File: src/hdl/pfe_pkg.sv
// Shared types, codes and constants of the three-channel PWM fade engine.
package pfe_pkg;

  localparam int NUM_CH     = 3;
  localparam int LEVEL_W    = 7;
  localparam int PWM_W      = 14;
  localparam int STEP_W     = 15;
  localparam int CNT_W      = 8;
  localparam int MUL_A_W    = 16;
  localparam int MUL_B_W    = LEVEL_W;
  localparam int MUL_P_W    = MUL_A_W + MUL_B_W;
  localparam int IN_DATA_W  = 40;
  localparam int OUT_DATA_W = 56;

  // Item modes
  localparam logic [1:0] MODE_TICK   = 2'd0;
  localparam logic [1:0] MODE_ADJUST = 2'd1;
  localparam logic [1:0] MODE_ON     = 2'd2;
  localparam logic [1:0] MODE_OFF    = 2'd3;

  // Configuration register indexes
  localparam logic REG_FADE_STEPS = 1'b0;
  localparam logic REG_MIN_LEVEL  = 1'b1;

  // Reset values and limits
  localparam logic [CNT_W-1:0]   FADE_STEPS_RST = 8'd100;
  localparam logic [LEVEL_W-1:0] MIN_LEVEL_RST  = 7'h08;
  localparam logic [LEVEL_W-1:0] SAVED_RST      = 7'h3F;
  localparam logic [LEVEL_W-1:0] LEVEL_MAX      = 7'h7F;

  typedef logic [LEVEL_W-1:0] level_t;
  typedef logic [PWM_W-1:0]   pwm_t;
  typedef logic [STEP_W-1:0]  step_t;
  typedef logic [CNT_W-1:0]   cnt_t;

  // Result of the serial divider
  typedef struct packed {
    logic       done;
    pwm_t       quo;
    cnt_t       rem;
  } div_res_t;

endpackage

File: src/hdl/pfe_mul.sv
// Bit-serial shift-add multiplier, one multiplier bit per cycle, MSB first.
module pfe_mul (
  input  logic                              clk,
  input  logic                              rst_n,
  input  logic                              start,
  input  logic [pfe_pkg::MUL_A_W-1:0]       a,
  input  logic [pfe_pkg::MUL_B_W-1:0]       b,
  output logic                              done,
  output logic [pfe_pkg::MUL_P_W-1:0]       prod
);

  localparam int CW = $clog2(pfe_pkg::MUL_B_W + 1);

  logic [pfe_pkg::MUL_P_W-1:0] acc_r, acc_nxt;
  logic [pfe_pkg::MUL_A_W-1:0] a_r, a_nxt;
  logic [pfe_pkg::MUL_B_W-1:0] b_r, b_nxt;
  logic [CW-1:0]               cnt_r, cnt_nxt;
  logic                        done_r, done_nxt;

  // Shift accumulator, add multiplicand when the top multiplier bit is set
  always_comb begin
    acc_nxt  = acc_r;
    a_nxt    = a_r;
    b_nxt    = b_r;
    cnt_nxt  = cnt_r;
    done_nxt = 1'b0;
    if (start) begin
      acc_nxt = '0;
      a_nxt   = a;
      b_nxt   = b;
      cnt_nxt = CW'(pfe_pkg::MUL_B_W);
    end else if (cnt_r != '0) begin
      acc_nxt = {acc_r[pfe_pkg::MUL_P_W-2:0], 1'b0}
              + (b_r[pfe_pkg::MUL_B_W-1] ? pfe_pkg::MUL_P_W'(a_r) : '0);
      b_nxt   = {b_r[pfe_pkg::MUL_B_W-2:0], 1'b0};
      cnt_nxt = cnt_r - 1'b1;
      done_nxt = (cnt_r == CW'(1));
    end
  end

  always_ff @(posedge clk) begin
    if (!rst_n) begin
      cnt_r  <= '0;
      done_r <= 1'b0;
    end else begin
      cnt_r  <= cnt_nxt;
      done_r <= done_nxt;
    end
    acc_r <= acc_nxt;
    a_r   <= a_nxt;
    b_r   <= b_nxt;
  end

  assign done = done_r;
  assign prod = acc_r;

endmodule

File: src/hdl/pfe_div.sv
// Bit-serial restoring divider, one quotient bit per cycle.
module pfe_div (
  input  logic                      clk,
  input  logic                      rst_n,
  input  logic                      start,
  input  pfe_pkg::pwm_t             dividend,
  input  pfe_pkg::cnt_t             divisor,
  output pfe_pkg::div_res_t         res
);

  localparam int CW = $clog2(pfe_pkg::PWM_W + 1);

  pfe_pkg::pwm_t  quo_r, quo_nxt;
  pfe_pkg::cnt_t  rem_r, rem_nxt;
  pfe_pkg::cnt_t  dvs_r, dvs_nxt;
  logic [CW-1:0]  cnt_r, cnt_nxt;
  logic           done_r, done_nxt;
  logic [pfe_pkg::CNT_W:0] trial;

  // Shift one dividend bit into the remainder, subtract when it fits
  always_comb begin
    quo_nxt  = quo_r;
    rem_nxt  = rem_r;
    dvs_nxt  = dvs_r;
    cnt_nxt  = cnt_r;
    done_nxt = 1'b0;
    trial    = {rem_r, quo_r[pfe_pkg::PWM_W-1]} - {1'b0, dvs_r};
    if (start) begin
      quo_nxt = dividend;
      rem_nxt = '0;
      dvs_nxt = divisor;
      cnt_nxt = CW'(pfe_pkg::PWM_W);
    end else if (cnt_r != '0) begin
      if (trial[pfe_pkg::CNT_W]) begin
        rem_nxt = {rem_r[pfe_pkg::CNT_W-2:0], quo_r[pfe_pkg::PWM_W-1]};
        quo_nxt = {quo_r[pfe_pkg::PWM_W-2:0], 1'b0};
      end else begin
        rem_nxt = trial[pfe_pkg::CNT_W-1:0];
        quo_nxt = {quo_r[pfe_pkg::PWM_W-2:0], 1'b1};
      end
      cnt_nxt  = cnt_r - 1'b1;
      done_nxt = (cnt_r == CW'(1));
    end
  end

  always_ff @(posedge clk) begin
    if (!rst_n) begin
      cnt_r  <= '0;
      done_r <= 1'b0;
    end else begin
      cnt_r  <= cnt_nxt;
      done_r <= done_nxt;
    end
    quo_r <= quo_nxt;
    rem_r <= rem_nxt;
    dvs_r <= dvs_nxt;
  end

  assign res.done = done_r;
  assign res.quo  = quo_r;
  assign res.rem  = rem_r;

endmodule

File: src/hdl/three_channel_pwm_fade_engine.sv
// Per item: a tick passes through the tick state, an out-of-range item goes straight
// to the finish state; adjust and switch off form their target with one serial multiply,
// switch on with two (saved-level scaling first), and a long fade adds a serial divide.
// Throughput: one item at a time; the next is taken in the cycle after the previous
// result has been loaded into the output register.
// Reset (rst_n low, synchronous): levels and fades cleared, saved levels 0x3F.
module three_channel_pwm_fade_engine (
  input  logic                               clk,
  input  logic                               rst_n,
  // mode[1:0], channel[3:2], dim_steps[11:4], brightness_delta[19:12],
  // relative_level[35:20], zero fill
  input  logic [pfe_pkg::IN_DATA_W-1:0]      in_tdata,
  input  logic                               in_tvalid,
  output logic                               in_tready,
  // compare_high_0[7:0], compare_low_0[15:8], compare_high_1[23:16],
  // compare_low_1[31:24], compare_high_2[39:32], compare_low_2[47:40],
  // level_now[54:48], zero fill
  output logic [pfe_pkg::OUT_DATA_W-1:0]     out_tdata,
  output logic                               out_tvalid,
  input  logic                               out_tready,
  input  logic                               cfg_we,
  input  logic                               cfg_index,
  input  logic [pfe_pkg::CNT_W-1:0]          cfg_wdata
);

  localparam logic [2:0] ST_IDLE    = 3'd0;
  localparam logic [2:0] ST_TICK    = 3'd1;
  localparam logic [2:0] ST_MUL_S   = 3'd2;
  localparam logic [2:0] ST_START_T = 3'd3;
  localparam logic [2:0] ST_MUL_T   = 3'd4;
  localparam logic [2:0] ST_START_D = 3'd5;
  localparam logic [2:0] ST_DIV     = 3'd6;
  localparam logic [2:0] ST_FIN     = 3'd7;

  localparam int NCH = pfe_pkg::NUM_CH;
  localparam int LW  = pfe_pkg::LEVEL_W;
  localparam int PW  = pfe_pkg::PWM_W;
  localparam int SW  = pfe_pkg::STEP_W;

  // Input fields
  logic [1:0]          in_mode, in_ch;
  pfe_pkg::cnt_t       in_dsteps;
  logic signed [7:0]   in_delta;
  logic [15:0]         in_rel;
  logic                in_acc;

  assign in_mode   = in_tdata[1:0];
  assign in_ch     = in_tdata[3:2];
  assign in_dsteps = in_tdata[11:4];
  assign in_delta  = $signed(in_tdata[19:12]);
  assign in_rel    = in_tdata[35:20];
  assign in_acc    = in_tvalid && in_tready;

  // Channel state
  pfe_pkg::level_t level_r [NCH];
  pfe_pkg::level_t level_nxt [NCH];
  pfe_pkg::level_t saved_r [NCH];
  pfe_pkg::level_t saved_nxt [NCH];
  pfe_pkg::pwm_t   pwm_r [NCH];
  pfe_pkg::pwm_t   pwm_nxt [NCH];
  pfe_pkg::step_t  step_r [NCH];
  pfe_pkg::step_t  step_nxt [NCH];
  pfe_pkg::cnt_t   left_r [NCH];
  pfe_pkg::cnt_t   left_nxt [NCH];
  pfe_pkg::pwm_t   hold_r [NCH];
  pfe_pkg::pwm_t   hold_nxt [NCH];

  // Configuration and control
  pfe_pkg::cnt_t   fade_steps_r;
  pfe_pkg::level_t min_level_r;
  logic [2:0]      state_r, state_nxt;
  logic [1:0]      ch_r, ch_nxt;
  pfe_pkg::cnt_t   steps_r, steps_nxt;
  pfe_pkg::pwm_t   adiff_r, adiff_nxt;
  logic            neg_r, neg_nxt;
  logic [pfe_pkg::OUT_DATA_W-1:0] out_data_r, out_data_nxt;
  logic            out_valid_r, out_valid_nxt;

  // Shared arithmetic units
  logic                           mul_start, div_start, mul_done;
  logic [pfe_pkg::MUL_A_W-1:0]    mul_a;
  logic [pfe_pkg::MUL_B_W-1:0]    mul_b;
  logic [pfe_pkg::MUL_P_W-1:0]    mul_prod;
  pfe_pkg::div_res_t              div_res;

  pfe_mul u_mul (
    .clk   (clk),
    .rst_n (rst_n),
    .start (mul_start),
    .a     (mul_a),
    .b     (mul_b),
    .done  (mul_done),
    .prod  (mul_prod)
  );

  pfe_div u_div (
    .clk      (clk),
    .rst_n    (rst_n),
    .start    (div_start),
    .dividend (adiff_r),
    .divisor  (steps_r),
    .res      (div_res)
  );

  assign in_tready  = (state_r == ST_IDLE);
  assign out_tvalid = out_valid_r;
  assign out_tdata  = out_data_r;

  // Scratch values of the sequencer
  logic signed [8:0]  adj_sum;
  logic [pfe_pkg::MUL_P_W-5:0] on_t;
  pfe_pkg::level_t    lvl_cur, sv_cur, lvl_min;
  pfe_pkg::pwm_t      target;
  logic signed [15:0] diff;
  pfe_pkg::pwm_t      diff_abs;
  logic signed [15:0] tick_sum;
  pfe_pkg::level_t    lvl_out;

  always_comb begin
    state_nxt     = state_r;
    ch_nxt        = ch_r;
    steps_nxt     = steps_r;
    adiff_nxt     = adiff_r;
    neg_nxt       = neg_r;
    out_data_nxt  = out_data_r;
    out_valid_nxt = out_valid_r && !out_tready;
    level_nxt     = level_r;
    saved_nxt     = saved_r;
    pwm_nxt       = pwm_r;
    step_nxt      = step_r;
    left_nxt      = left_r;
    hold_nxt      = hold_r;
    mul_start     = 1'b0;
    div_start     = 1'b0;
    lvl_cur       = '0;
    sv_cur        = '0;
    lvl_min       = '0;
    adj_sum       = '0;
    on_t          = '0;
    target        = '0;
    diff          = '0;
    diff_abs      = '0;
    tick_sum      = '0;
    lvl_out       = '0;
    if (in_ch != 2'd3) begin
      lvl_cur = level_r[in_ch];
      sv_cur  = saved_r[in_ch];
    end
    mul_a = in_rel;
    mul_b = sv_cur;
    if (state_r == ST_START_T) begin
      mul_a = pfe_pkg::MUL_A_W'(level_r[ch_r]) + pfe_pkg::MUL_A_W'(2);
      mul_b = level_r[ch_r];
    end

    case (state_r)
      // Take an item and dispatch on its mode
      ST_IDLE: begin
        if (in_acc) begin
          ch_nxt = in_ch;
          if (in_mode == pfe_pkg::MODE_TICK) begin
            state_nxt = ST_TICK;
          end else if (in_ch == 2'd3) begin
            state_nxt = ST_FIN;
          end else begin
            case (in_mode)
              pfe_pkg::MODE_ADJUST: begin
                adj_sum = $signed({2'b00, lvl_cur}) + 9'(in_delta);
                if (adj_sum > $signed({2'b00, pfe_pkg::LEVEL_MAX}))
                  level_nxt[in_ch] = pfe_pkg::LEVEL_MAX;
                else if (adj_sum < 0)
                  level_nxt[in_ch] = '0;
                else
                  level_nxt[in_ch] = adj_sum[LW-1:0];
                steps_nxt = (in_dsteps == '0) ? pfe_pkg::cnt_t'(1) : in_dsteps;
                state_nxt = ST_START_T;
              end
              pfe_pkg::MODE_ON: begin
                mul_start = 1'b1;
                steps_nxt = (fade_steps_r == '0) ? pfe_pkg::cnt_t'(1) : fade_steps_r;
                state_nxt = ST_MUL_S;
              end
              pfe_pkg::MODE_OFF: begin
                saved_nxt[in_ch] = lvl_cur;
                level_nxt[in_ch] = '0;
                steps_nxt = (fade_steps_r == '0) ? pfe_pkg::cnt_t'(1) : fade_steps_r;
                state_nxt = ST_START_T;
              end
              default: begin
                state_nxt = ST_FIN;
              end
            endcase
          end
        end
      end
      // Advance every running fade by one step and latch its compare value
      ST_TICK: begin
        for (int c = 0; c < NCH; c++) begin
          if (left_r[c] != '0) begin
            tick_sum    = $signed({2'b00, pwm_r[c]}) + 16'(step_r[c]);
            pwm_nxt[c]  = tick_sum[PW-1:0];
            hold_nxt[c] = tick_sum[PW-1:0];
            left_nxt[c] = left_r[c] - 1'b1;
          end
        end
        state_nxt = ST_FIN;
      end
      // Scale the saved level and apply the ceiling and floor rules
      ST_MUL_S: begin
        if (mul_done) begin
          on_t    = mul_prod[pfe_pkg::MUL_P_W-1:4];
          sv_cur  = saved_r[ch_r];
          lvl_min = (min_level_r > sv_cur) ? sv_cur : min_level_r;
          if (on_t > ($bits(on_t))'(pfe_pkg::LEVEL_MAX))
            level_nxt[ch_r] = pfe_pkg::LEVEL_MAX;
          else if (($bits(on_t))'(sv_cur) > on_t && ($bits(on_t))'(min_level_r) > on_t)
            level_nxt[ch_r] = lvl_min;
          else
            level_nxt[ch_r] = on_t[LW-1:0];
          state_nxt = ST_START_T;
        end
      end
      // Form the PWM target level*(level+2)
      ST_START_T: begin
        mul_start = 1'b1;
        state_nxt = ST_MUL_T;
      end
      // Compare the difference with the step count
      ST_MUL_T: begin
        if (mul_done) begin
          target   = mul_prod[PW-1:0];
          diff     = $signed({2'b00, target}) - $signed({2'b00, pwm_r[ch_r]});
          diff_abs = diff[15] ? PW'(-diff) : diff[PW-1:0];
          if (diff_abs > PW'(steps_r)) begin
            adiff_nxt = diff_abs;
            neg_nxt   = diff[15];
            state_nxt = ST_START_D;
          end else begin
            if (diff_abs != '0) begin
              step_nxt[ch_r] = diff[15] ? {SW{1'b1}} : SW'(1);
              left_nxt[ch_r] = diff_abs[pfe_pkg::CNT_W-1:0];
            end
            state_nxt = ST_FIN;
          end
        end
      end
      ST_START_D: begin
        div_start = 1'b1;
        state_nxt = ST_DIV;
      end
      // Apply the remainder at once and arm the step count
      ST_DIV: begin
        if (div_res.done) begin
          step_nxt[ch_r] = neg_r ? SW'(-{1'b0, div_res.quo}) : {1'b0, div_res.quo};
          pwm_nxt[ch_r]  = neg_r ? pwm_r[ch_r] - PW'(div_res.rem)
                                 : pwm_r[ch_r] + PW'(div_res.rem);
          left_nxt[ch_r] = steps_r;
          state_nxt      = ST_FIN;
        end
      end
      // Load the result beat once the output register is free
      ST_FIN: begin
        if (!out_valid_r || out_tready) begin
          if (ch_r != 2'd3)
            lvl_out = level_r[ch_r];
          out_data_nxt  = {1'b0, lvl_out,
                           hold_r[2][5:0], 2'b00, hold_r[2][PW-1:6],
                           hold_r[1][5:0], 2'b00, hold_r[1][PW-1:6],
                           hold_r[0][5:0], 2'b00, hold_r[0][PW-1:6]};
          out_valid_nxt = 1'b1;
          state_nxt     = ST_IDLE;
        end
      end
      default: begin
        state_nxt = ST_IDLE;
      end
    endcase
  end

  always_ff @(posedge clk) begin
    if (!rst_n) begin
      state_r      <= ST_IDLE;
      out_valid_r  <= 1'b0;
      fade_steps_r <= pfe_pkg::FADE_STEPS_RST;
      min_level_r  <= pfe_pkg::MIN_LEVEL_RST;
      for (int c = 0; c < NCH; c++) begin
        level_r[c] <= '0;
        saved_r[c] <= pfe_pkg::SAVED_RST;
        pwm_r[c]   <= '0;
        step_r[c]  <= '0;
        left_r[c]  <= '0;
        hold_r[c]  <= '0;
      end
    end else begin
      state_r     <= state_nxt;
      out_valid_r <= out_valid_nxt;
      if (cfg_we) begin
        if (cfg_index == pfe_pkg::REG_FADE_STEPS)
          fade_steps_r <= cfg_wdata;
        else
          min_level_r <= cfg_wdata[LW-1:0];
      end
      level_r <= level_nxt;
      saved_r <= saved_nxt;
      pwm_r   <= pwm_nxt;
      step_r  <= step_nxt;
      left_r  <= left_nxt;
      hold_r  <= hold_nxt;
    end
    ch_r       <= ch_nxt;
    steps_r    <= steps_nxt;
    adiff_r    <= adiff_nxt;
    neg_r      <= neg_nxt;
    out_data_r <= out_data_nxt;
  end

`ifndef SYNTHESIS
  // Multiplier results arrive only while the sequencer waits for them
  a_mul_done_state: assert property (@(posedge clk) disable iff (!rst_n)
    mul_done |-> (state_r == ST_MUL_S || state_r == ST_MUL_T))
    else $error("multiplier finished outside a multiply state");

  // Divider results arrive only in the divide state
  a_div_done_state: assert property (@(posedge clk) disable iff (!rst_n)
    div_res.done |-> (state_r == ST_DIV))
    else $error("divider finished outside the divide state");

  // An accepted item closes the input until its result is loaded
  a_one_item: assert property (@(posedge clk) disable iff (!rst_n)
    in_acc |=> !in_tready)
    else $error("second item taken while one is in flight");

  // A result is loaded only from the finish state
  a_load_from_fin: assert property (@(posedge clk) disable iff (!rst_n)
    (out_valid_r && !out_tready) |=> (out_valid_r && $stable(out_data_r))
      || $past(state_r == ST_FIN))
    else $error("pending result overwritten");
`endif

endmodule

File: config.mk
export PLATFORM = sky130hd
export DESIGN_NAME = three_channel_pwm_fade_engine
export DESIGN_NICKNAME = d
export VERILOG_FILES = /design/src/hdl/pfe_pkg.sv /design/src/hdl/pfe_mul.sv /design/src/hdl/pfe_div.sv /design/src/hdl/three_channel_pwm_fade_engine.sv
export SDC_FILE = /design/constraint.sdc
export NUM_CORES = 1
export LEC_CHECK = 0
export BUFFER_PORTS_ARGS = -buffer_cell sky130_fd_sc_hd__buf_4
export CORE_MARGIN = 5
export CORE_UTILIZATION = 46
export DETAILED_ROUTE_END_ITERATION = 16
export GPL_TIMING_DRIVEN = 0
export PLACE_DENSITY = 0.74
export SLEW_MARGIN = 40
export SYNTH_ARGS = -nofsm -noshare
export SYNTH_HDL_FRONTEND = slang
export SYNTH_SLANG_ARGS = --single-unit
File: constraint.sdc
create_clock -name clk -period 19.3 [get_ports clk]
set_clock_uncertainty 0.2 [all_clocks]
set_input_delay 0.965 -clock clk [delete_from_list [all_inputs] [get_ports clk]]
set_output_delay 0.965 -clock clk [all_outputs]
set_load 0.01 [all_outputs]
After elaboration in Yosys (flattened, before gate mapping):

Cells that the tools add are included.

* add/sub/neg operators: 17
* magnitude comparators: 11
* equal/unequal tests: 28
* muxes and demuxes: 103
* bitwise logic cells: 12
* reduce and logical (&&, ||, !) cells: 49

Operators by type and width (number)
* 45-bit 2-to-1 mux: 4
* 21-bit 2-to-1 mux: 8
* 14-bit 2-to-1 mux: 10
* 7-bit 2-to-1 mux: 16
* 24-bit 2-to-1 mux: 4
* 45-bit bitwise mux: 2
* 45-bit one-hot mux with 2 select lines: 1
* 21-bit bitwise mux: 4
* 21-bit one-hot mux with 2 select lines: 2
* 42-bit one-hot mux with 2 select lines: 1
* 24-bit one-hot mux with 3 select lines: 1
* 7-bit binary-select mux with 2-bit select: 4
* 8-bit 2-to-1 mux: 7
* 24-bit bitwise mux: 2
* 15-bit 2-to-1 mux: 3
* 14-bit adder: 3
* 42-bit bitwise mux: 1
* 42-bit 2-to-1 mux: 1
* 21-bit bitwise OR: 2
* 7-bit by 19-bit greater-than comparator with 1-bit output: 2
* 16-bit 2-to-1 mux: 2
* 15-bit demux with 2-bit select: 1
* 14-bit binary-select mux with 2-bit select: 1
* 14-bit demux with 2-bit select: 1
* other kinds (59): 137

* bits in registers: 373
* output and inout port bits: 58
* logic and storage cells: 259

Longest topological paths before layout:

* depth in word-level cells: 14
* mapped depth: 32

By module:

Synthesis repeated with hierarchy kept, for this count alone.

* cells, all modules: 2685
* area, all modules: 22979.5 µm²

Modules (own cells, without submodules)
* three_channel_pwm_fade_engine: instances 1, cells an instance 2258, area each 18474.0 µm², sequential area each 6446.2 µm²
* pfe_mul: instances 1, cells an instance 278, area each 2740.1 µm², sequential area each 1231.2 µm²
* pfe_div: instances 1, cells an instance 149, area each 1765.4 µm², sequential area each 920.9 µm²

Least setup slack after synthesis:

Ideal clock, no wire load.

* path type: flip-flop to flip-flop
* from: register ch_r[1]
* to: register left_r[3] (netlist bit)
* setup time: 0.129 ns
* arrival time: 6.593 ns
* required time: 18.971 ns
* path slack: 12.378 ns
* stages on the path, launching flop included: 30
* period minus slack after synthesis: 6.922 ns
* cells stage by stage: edfxtp_1 clkbuf_1 buf_1 clkbuf_1 clkbuf_1 mux2i_1 o21a_1 inv_1 ha_1 fa_1 nand2b_1 a21oi_1 a211o_1 a311o_1 clkbuf_1 nor2_1 a21oi_1 ha_1 nor2b_1 o21ai_0 nand2b_1 a21oi_1 o21ai_0 a2111o_1 o22ai_1 o211ai_1 buf_6 o41ai_4 buf_4 a211oi_1

* longest elaborated chain between the ends: 12
* elaborated cells on any way between the ends: 24
* those cells by class: add/sub: 2; order compare: 3; eq/ne: 2; mux: 13; bitwise: 1; reduce/logical: 3

RTL lines
* start: declaration: line three_channel_pwm_fade_engine.sv:72 `logic [1:0] ch_r, ch_nxt;`
* start signal: assignment: line three_channel_pwm_fade_engine.sv:310 `ch_r <= ch_nxt;`
* 2-bit inverter with 3-bit output (not written as such) *: line three_channel_pwm_fade_engine.sv:232, three_channel_pwm_fade_engine.sv:241, three_channel_pwm_fade_engine.sv:257
* branches (longest 11 deep; another with 14-bit by 14-bit subtractor with 15-bit output)
* end signal: assignment: line three_channel_pwm_fade_engine.sv:307 `left_r <= left_nxt;`
* end: declaration: line three_channel_pwm_fade_engine.sv:63 `pfe_pkg::cnt_t left_r [NCH];`

Every way passes the cells marked *. The select of a mux whose other input is x is not followed.
A chain may end at the register's enable or synchronous reset.

Worst setup path in the final report:

* from: register ch_r[0]
* to: register left_r[3] (netlist bit)

The elaborated chain is that of the path after synthesis.

==> metrics.cfg <==
[run_status]
run_status=complete, no violations

[cells_and_area]
antennaDiodeCount=0
layout.cells.most_common=nand2_1
fin_cells=3487
fin_area_sq_mm=0.0257
final_nets=2990
area_growth_syn_to_layout_pct=13.8
nFillCells=4456
mostFrequentLayoutCells=nand2_1 (322), dfxtp_1 (251), nor2_1 (234), a21oi_1 (208), o21ai_0 (200)
fraction_of_layout_cells_with_a_size_suffix_above_1=0.0900

[placed_design]
placed_cell_area_sq_mm=0.0243
port_buffers=97
placed_cells_incl_taps=3409
globalplace.congestion=1.00
detail_placement_hpwl_um=56600
place_worst_setup_slack_ns=10.09

[global_routing]
grt_max_degree=26
groute.usage.overall=0.259
via_count_of_the_first_global_routing_pass=19909
overflow=0
antenna_found_initial=0
grt_pass1_wl_um=111000

[logic_synthesis]
post_synth_main_area_contributors=dfxtp_1 (22%), edfxtp_1 (16%), ha_1 (7.7%), nand2_1 (5.3%), a21oi_1 (4.6%)
synthDistinctLibCells=86
postSynthCellCount=2639
synth_top_area_share=0.222
synth_area_sq_mm=0.0226
number_of_enable_flip_flop_cells_after_synthesis=119
syn-mean-instance-area_sq_um=8.56
yosys.area.top_type=dfxtp_1
yosys_register_bits=370
synth-warning-count=0
synth_seq_area_share=0.380
async_flop_share=0
synth_flop_cell=dfxtp_1

[clock_network]
clock-sinks=370
clockRootBuffer=clkbuf_16
clk_latency_ns=0.59
tritoncts_buffer_count=42
cts_max_path_buffers=3
h-tree-depth=2
number_of_buffers_inserted_by_hold_repair_at_cts=0
clkSlewWorstSetupHoldPaths_ns=0.06
cts_tree=done
post_cts.resized_instances=0
post-cts-setup-buffer-count=0

[floorplanning]
top_level_ports=112
core.rowCount=81
initial_utilization=0.464
core_sq_mm=0.0487
die_ar_sq_mm=0.0537
die_height_um=232
fp.dieW_um=232

[setup_path]
reg_to_reg_end=left_r[3]
crit_required_ns=19.55
reg2regPathDepth=28
cp_common_cell=clkbuf_1
ff2ff_setup_slack_ns=9.71
critical_path.startpoint_type=flip-flop
category_of_the_worst_setup_path_capture_point=flip-flop
cpPeakStageDelay_ns=0.67
worst_ep_arrival_time_ns=9.83
critical_path.max_fanout=10
critPathKind=flip-flop to flip-flop
slowest_stage=clkbuf_1
rr_startpoint=ch_r[0]

[drt]
routed_wire_length_per_instance_um=20.8
post-route-drc-count=0
detail_route.iter0.violations=2086
post_drt_via_cell_ratio=6.00
first_pass_detailed_route_iteration_total=8
routed_antenna_nets=0
totalWireLength_um=72500
num_vias=20916

[worst_hold_path]
worst_min_delay_path_category=flip-flop to flip-flop
holdPathStages=0
worstHoldEndpoint=out_tdata[18]
worst_hold_startpoint=hold_r[22]

[sta]
layout_min_cycle_time_ns=9.59
hold_viol_final=0
fmax_mhz=104
final-setup-viol-count=0
timing_worst_slew_pin_value_ns=0.940
rsz_0062_raised_after_global_routing=false
setup-tns-final_ns=0
final_critical_path_setup_slack_ns=9.71
finalCritPeriodShare=0.497
slew_headroom=0.367
slew_viol_final=0

[pwr]
irDropWorstVdd_uv=96.7
leakagePower_uw=0.0105
power_density_relative_to_cell_area_mw_per_mm2=167
total_power_uw=4300

[run]
maxCapViolations=0

==> through the flow <==
| step | hold slack [ns] | util |
|---|---|---|
| global route | 0.238 | 0.528 |
| detailed placement | 0.216 | 0.499 |
| CTS | 0.230 | 0.527 |
| floorplan | 0.208 | - |
| global placement | 0.214 | 0.496 |
| finish | 0.228 | 0.528 |
==> layout make-up <==
cell class                 count  area, sq um  area share
sequential                   370         8600       0.334
tap                          664          831      0.0323
timing repair buffer         100          791      0.0307
clock buffer                  49         1090      0.0423
multi-input combinational   2016        13100       0.508
inverter                     117          439      0.0171
clock inverter                29          313      0.0122
buffer                       142          588      0.0229
==> flip-flops by register name (all words and copies together), names as in the netlist, 8 cells and up <==
signal        cells
step_r           42
steps_r           8
saved_r          21
out_tdata        49
pwm_r            42
u_mul.prod       23
u_mul.a_r        16
left_r           24
fade_steps_r      8
u_div.quo_r      14
u_div.rem_r       8
hold_r           42
adiff_r          14
level_r          21
u_div.dvs_r       8
==> layer usage <==
metal,up-vias,wire [um],share of wire,track usage
met4,0,3700,0.051,0.120
met1,9793,29600,0.41,0.334
li1,9871,-,-,-
met3,235,5570,0.077,0.0368
met2,1017,33600,0.46,0.432
met5,-,0,0,0
==> report_power, final <==
group | internal (uW) | switching (uW)
Sequential | 1020 | 158
Combinational | 841 | 1470
Clock | 464 | 349
Total | 2320 | 1980
==> worst max-delay path, delay by kind of cell, from the launching register on <==
family / cells / cell delay (ns)
buffers and inverters: 10 / 4.06
and+or+nand+nor: 4 / 0.73
DFF: 1 / 0.32
adders and majority gates: 2 / 0.64
xor gates and xnor gates: 1 / 0.37
AOI/OAI and AO/OA: 11 / 3.10
==> cell families (layout without fill, tap and decap cells) <==
group                      Yosys count  in the layout  synth area share
AOI/OAI and AO/OA                  789            789             0.230
buffers and inverters              259            437            0.0452
DFF                                370            370             0.380
other                                1              7          0.000166
adders and majority gates          147            147            0.0840
xor gates and xnor gates           104            104            0.0403
muxes                               95             95            0.0434
and+or+nand+nor                    874            874             0.177
==> worst max path at each step <==
stage / start / to / slack [ns] / cells after the start
finish: ch_r[0] / left_r[3] / 9.71 / 28
global route: ch_r[0] / left_r[8] / 9.38 / 30
CTS: ch_r[0] / left_r[3] / 10.02 / 28
detailed placement: ch_r[0] / left_r[3] / 10.09 / 28
global placement: ch_r[0] / left_r[11] / 10.11 / 30
floorplan: ch_r[1] / left_r[3] / 12.38 / 29
==> cell usage after synthesis (17+ instances only) <==
library cell and count:
nand2_1 322, dfxtp_1 251, nor2_1 239, a21oi_1 208, o21ai_0 202, ha_1 139
edfxtp_1 119, inv_1 115, clkbuf_1 113, xnor2_1 75, mux2i_1 71, nand3_1 58
a211oi_1 56, nor3_1 54, o211a_1 42, nor2b_1 39, a22oi_1 37, o21a_1 35
and2_1 31, xor2_1 29, a21o_1 25, mux2_2 24, o211ai_1 23, nand2b_1 22
and3_1 18, or3_1 18, nand4_1 17
(Power assumes the default switching activity.)
